==> config.mk <==
export PLATFORM = sky130hd
export DESIGN_NAME = mbwu_mac
export DESIGN_NICKNAME = d
export VERILOG_FILES = /design/src/hdl/mbwu_pkg.sv /design/src/hdl/mbwu_mac.sv
export SDC_FILE = /design/constraint.sdc
export NUM_CORES = 1
export LEC_CHECK = 0
export BUFFER_PORTS_ARGS = -buffer_cell sky130_fd_sc_hd__buf_2
export CAP_MARGIN = 0
export CORE_AREA = 2 2 182 184
export DETAILED_ROUTE_END_ITERATION = 12
export DIE_AREA = 0 0 184 186
export PLACE_DENSITY = 0.76
export SLEW_MARGIN = 20
export SYNTH_ARGS = -nofsm -noshare
export SYNTH_HDL_FRONTEND = slang
export SYNTH_SLANG_ARGS = --single-unit
==> constraint.sdc <==
create_clock -name clk -period 10.3 [get_ports clk]
set_input_delay 2.06 -clock clk [delete_from_list [all_inputs] [get_ports clk]]
set_output_delay 2.06 -clock clk [all_outputs]
set_load 0.01 [all_outputs]
==> src/hdl/mbwu_pkg.sv <==
`default_nettype none
package mbwu_pkg;

  localparam int DATA_W     = 16;
  localparam int FRAC_BITS  = 12;
  localparam int NEURONS    = 16;
  localparam int W_ADDR_W   = 10;
  localparam int W_DEPTH    = 768;
  localparam int V_ADDR_W   = 6;
  localparam int V_DEPTH    = 64;
  localparam int OP_W       = 17;
  localparam int PROD_W     = 34;
  localparam int ACC_W      = 40;

  typedef enum logic [2:0] {
    FN_WR_WEIGHT = 3'd0,
    FN_IN_VALUE  = 3'd1,
    FN_ACT_VALUE = 3'd2,
    FN_DERIV     = 3'd3,
    FN_ERROR     = 3'd4,
    FN_RUN       = 3'd5,
    FN_RD_WEIGHT = 3'd6
  } func_t;

  typedef enum logic [2:0] {
    REG_NUM_LAYERS = 3'd0,
    REG_SIZE_ZERO  = 3'd1,
    REG_SIZE_ONE   = 3'd2,
    REG_SIZE_TWO   = 3'd3,
    REG_SIZE_THREE = 3'd4,
    REG_LRATE      = 3'd5,
    REG_MOMENTUM   = 3'd6
  } reg_idx_t;

  typedef enum logic [4:0] {
    ST_IDLE,
    ST_RD_WAIT,
    ST_G_RD,
    ST_G_MUL,
    ST_G_WR,
    ST_B_RD,
    ST_B_MUL,
    ST_B_ACC,
    ST_B_DRD,
    ST_B_DMUL,
    ST_B_DWR,
    ST_U_RD,
    ST_U_M1,
    ST_U_M2,
    ST_U_M3,
    ST_U_WR,
    ST_NEXT_MAT,
    ST_DONE
  } state_t;

  typedef struct packed {
    logic mul_en;
    logic acc_clr;
    logic acc_add;
  } mac_ctl_t;

  // Arithmetic shift right by the fraction bits (rounds toward minus
  // infinity), then saturate to a signed data word.
  function automatic logic signed [DATA_W-1:0] shr_sat(input logic signed [ACC_W-1:0] x);
    logic signed [ACC_W-1:0] t;
    t = x >>> FRAC_BITS;
    if (t > ACC_W'(32767)) begin
      return 16'sh7fff;
    end else if (t < -ACC_W'(32768)) begin
      return 16'sh8000;
    end
    return t[DATA_W-1:0];
  endfunction

  function automatic logic signed [DATA_W-1:0] sub_sat(input logic signed [DATA_W-1:0] a,
                                                      input logic signed [DATA_W-1:0] b);
    logic signed [DATA_W:0] d;
    d = {a[DATA_W-1], a} - {b[DATA_W-1], b};
    if (d[DATA_W] != d[DATA_W-1]) begin
      return d[DATA_W] ? 16'sh8000 : 16'sh7fff;
    end
    return d[DATA_W-1:0];
  endfunction

endpackage
`default_nettype wire

==> src/hdl/mbwu_mac.sv <==
`default_nettype none
module mbwu_mac
  import mbwu_pkg::*;
(
  input  wire logic                     clk,
  input  wire mac_ctl_t                 ctl,
  input  wire logic signed [OP_W-1:0]   op_a,
  input  wire logic signed [OP_W-1:0]   op_b,
  output logic signed [DATA_W-1:0]      q_prod,
  output logic signed [DATA_W-1:0]      q_acc
);

  logic signed [PROD_W-1:0] prod_r;
  logic signed [ACC_W-1:0]  acc_r;

  always_ff @(posedge clk) begin
    if (ctl.mul_en) begin
      prod_r <= op_a * op_b;
    end
    if (ctl.acc_clr) begin
      acc_r <= '0;
    end else if (ctl.acc_add) begin
      acc_r <= acc_r + ACC_W'(prod_r);
    end
  end

  assign q_prod = shr_sat(ACC_W'(prod_r));
  assign q_acc  = shr_sat(acc_r);

endmodule
`default_nettype wire

---- Word-level counts from Yosys, hierarchy flattened ----
Index checks and enable logic that the tools add are counted.
storage, ports and cells
  flip-flop bits (word level) ............. 74
operators by class
  add/sub/neg operators ................... 1
  multiplexer cells ....................... 10
  multipliers ............................. 1
  $lt $le $gt $ge ......................... 4
operator list
  kind                  count
  $mux 16               6
  $add 40x34->40        1
  $mul 17x17->34        1
  $gt 28x16->1 const B  1
  $lt 28x16->1 const B  1
  $gt 22x16->1 const B  1
  $lt 22x16->1 const B  1
  $mux 1                4

---- Longest topological paths before layout ----
  depth after elaboration ................. 4
  depth in mapped cells ................... 24

---- Worst setup path after synthesis ----
OpenSTA, ideal clock, no wires.
  kind .................................... input to register
  from .................................... in op_b[10]
  to ...................................... reg prod_r[24], data pin
  stages on the path ...................... 24
  library setup time ...................... 259 ps
  data arrival time ....................... 7728 ps
  path slack .............................. 2314 ps
  path through ............................ clkbuf_1 clkbuf_1 nand2_1 fa_1 inv_1 fa_1 inv_1 fa_1 inv_1 fa_1 fa_1 inv_1 fa_1 inv_1 ha_1 clkbuf_1 nand2_1 o21ai_0 a2111oi_0 o21ai_0 or2_2 a211o_1 a21oi_1 xnor2_1
between the ends
  longest elaborated chain between the ends .. 1
RTL lines
  item                  RTL line        RTL
  start, declared       mbwu_mac.sv:8   input wire logic signed [OP_W-1:0] op_b,
  $mul 17x17->34        mbwu_mac.sv:18  prod_r <= op_a * op_b;
  end signal, assigned  mbwu_mac.sv:18
  end, declared         mbwu_mac.sv:13  logic signed [PROD_W-1:0] prod_r;
Every way passes these cells.
A chain may end at the register's enable or synchronous reset.

---- Final worst setup path ----
  from .................................... in op_a[6]
  to ...................................... reg prod_r[30], data pin
between the ends
  longest elaborated chain between the ends .. 1
RTL lines
  item             RTL line        RTL
  start, declared  mbwu_mac.sv:7   input wire logic signed [OP_W-1:0] op_a,
  $mul 17x17->34   mbwu_mac.sv:18
Every way passes these cells.

==> qor.csv <==
metric,value,unit
synth_edf_count,34,
grt_overflow,0,
synth_common_cells,"inv_1, fa_1, nand2_1",
vias,11800,
drtIter0Drc,673,
layout_worst_path_cycle_share,79.5,%
setup_violations,0,
first_pass_iters,7,
core_area,32200,µm²
synth_area_leader_cell,fa_1,
endpoint_kind,register,
worstMarginPinSlew,0.737,ns
synth_fp_nets,2215,
cts-root-buf,clkbuf_16,
cts_buffer_depth,2,
clock_latency,0.34,ns
numCtsBuffers,9,
fin_nets,2238,
r2r_slack,7.07,ns
path_class,primary input to register,
diodes,0,
crit_chain,buf_2 -> and2_1 -> fa_1 -> inv_1 -> fa_1 -> fa_1 -> inv_1 -> fa_1 -> fa_1 -> inv_1 -> fa_1 -> inv_1 -> ha_1 -> a21oi_1 -> o21ai_0 -> a2111oi_0 -> o21ai_0 -> o21ai_0 -> a31oi_1 -> or4_1 -> nand4_1,
slowest_stage,a2111oi_0,
max_cap_violations,0,
cp-start-kind,primary input,
final-hold-violation-count,0,
arrival,8.39,ns
drt-vias-per-instance,5.39,
status,"finished, final reports clean",
rsz0062_at_grt,false,
synth_seq_area_share,11.4,%
postRouteAntennaNets,0,
dp_hpwl,29700,µm
syn-instance-count,1756,
fin_setup_tns,0,ns
netlist_area,15900,µm²
async_reset_ff_share,0,%
fp.dieW,184,µm
clk_pin_slew_worst_paths,0.07,ns
fin_skew,0.0120,ns
worstHoldPathType,register to register,
portBuffers,69,
cts_tree,yes,
path_max_fanout,17,
htree_num_levels,3,
required,10.51,ns
max_slew_margin,49.6,%
place.gp.congestion,0.899,
min_period,8.18,ns
syn2layout_area_growth,5.92,%
std_cell_rows,66,
antenna_found_initial,0,
cts-resized-gates,0,
drc,0,
grt_use_total,22.5,%
synth_warnings,0,
yosys_register_bits,74,
yosysMostFrequentCell,inv_1,
first_global_vias,12400,
wl_per_cell,16.5,µm
avgSynthCellArea,9.08,µm²
start_util,49.5,%
maxSlewViolCount,0,
drive_above_1_share,6.33,%
grt_pass1_wl,61700,µm
yosysTopAreaCellShare,37.3,%
post-cts-setup-buffers,0,
postCtsHoldBufs,0,
die_area,34200,µm²
num_io_pins,70,
path_common_cell,fa_1,
synthFlopType,dfxtp_1,
ys_top_cells_by_area,"fa_1, ha_1, inv_1",
clock-sinks,74,
fmax,122,MHz
die_h,186,µm
wl,36100,µm
slowest_delay,0.60,ns
yosys.cell_types.count,66,
grt_max_degree,66,
==> registers in the layout (all words and copies together), names as in the netlist <==
| name | count |
|---|---|
| acc_r | 40 |
| prod_r | 34 |
==> routing by layer <==
layer | up-vias | share of wire, % | global-route usage (%)
met1 | 5780 | 46 | 31.4
met4 | 0 | 1.4 | 4.32
met2 | 427 | 45 | 36.7
li1 | 5548 | - | -
met5 | - | 0 | 0
met3 | 54 | 7.9 | 4.73
==> final timing paths <==
kind            start         end  cells past startpoint
min          acc_r[3]    acc_r[3]                      2
min reg2reg  acc_r[3]    acc_r[3]                      2
max           op_a[6]  prod_r[30]                     21
max reg2reg  acc_r[0]   acc_r[34]                     11
==> final cells by class <==
class | count | area [µm²]
Clock buffer | 10 | 229
Clock inverter | 6 | 48.8
Fill cell | 2945 | 15300
Inverter | 374 | 1400
Multi-Input combinational cell | 1248 | 12500
Sequential cell | 74 | 1820
Tap cell | 408 | 510
Timing Repair Buffer | 72 | 368
==> placed cells by master (no fill, tap or decap), types with 9 or more instances in the layout <==
cell type / count
inv_1: 374
fa_1: 297
nand2_1: 171
and2_1: 148
ha_1: 124
nor2_1: 83
buf_2: 69
a21o_1: 54
a21oi_1: 46
xnor2_1: 45
dfxtp_1: 40
o21ai_0: 35
edfxtp_1: 34
mux2i_1: 23
nand2b_1: 22
xor2_1: 16
a211oi_1: 13
nor3_1: 11
a31oi_1: 11
nand3_1: 10
o21a_1: 9
nand4_1: 9
nor3b_1: 9
clkbuf_16: 9
==> stage by stage <==
stage | util [%] | cells | setup slack [ns] | hold WS, ns | instance area [µm²]
floorplan | - | 1756 | 2.31 | 0.465 | 15900
CTS | 52.4 | 2192 | 2.20 | 0.505 | 16900
global placement | 51.5 | 2176 | 2.01 | 0.479 | 16600
global route | 52.4 | 2192 | 1.90 | 0.530 | 16900
detailed placement | 51.5 | 2176 | 1.85 | 0.489 | 16600
finish | 52.4 | 2192 | 2.12 | 0.499 | 16900
==> worst max-delay path, delay by kind of cell <==
kind | cells | cell delay [ns]
fa+ha+maj | 7 | 3.49
compound gates | 6 | 1.63
buf+inv | 5 | 0.43
simple gates | 3 | 0.77
==> logic make-up after synthesis <==
kind of cell / after synthesis / synth area share, %
AND/OR/NAND/NOR: 499 / 15.7
buffers and inverters: 434 / 10.2
adder cells (fa/ha/maj): 421 / 47.0
AO/OA/AOI/OAI: 242 / 10.7
flip-flops: 74 / 11.4
XOR/XNOR: 61 / 3.35
multiplexers: 25 / 1.59
Power is left out: the tool's default activity adds up to more than one toggle a clock period on the data nets, which glitch-free logic cannot reach.
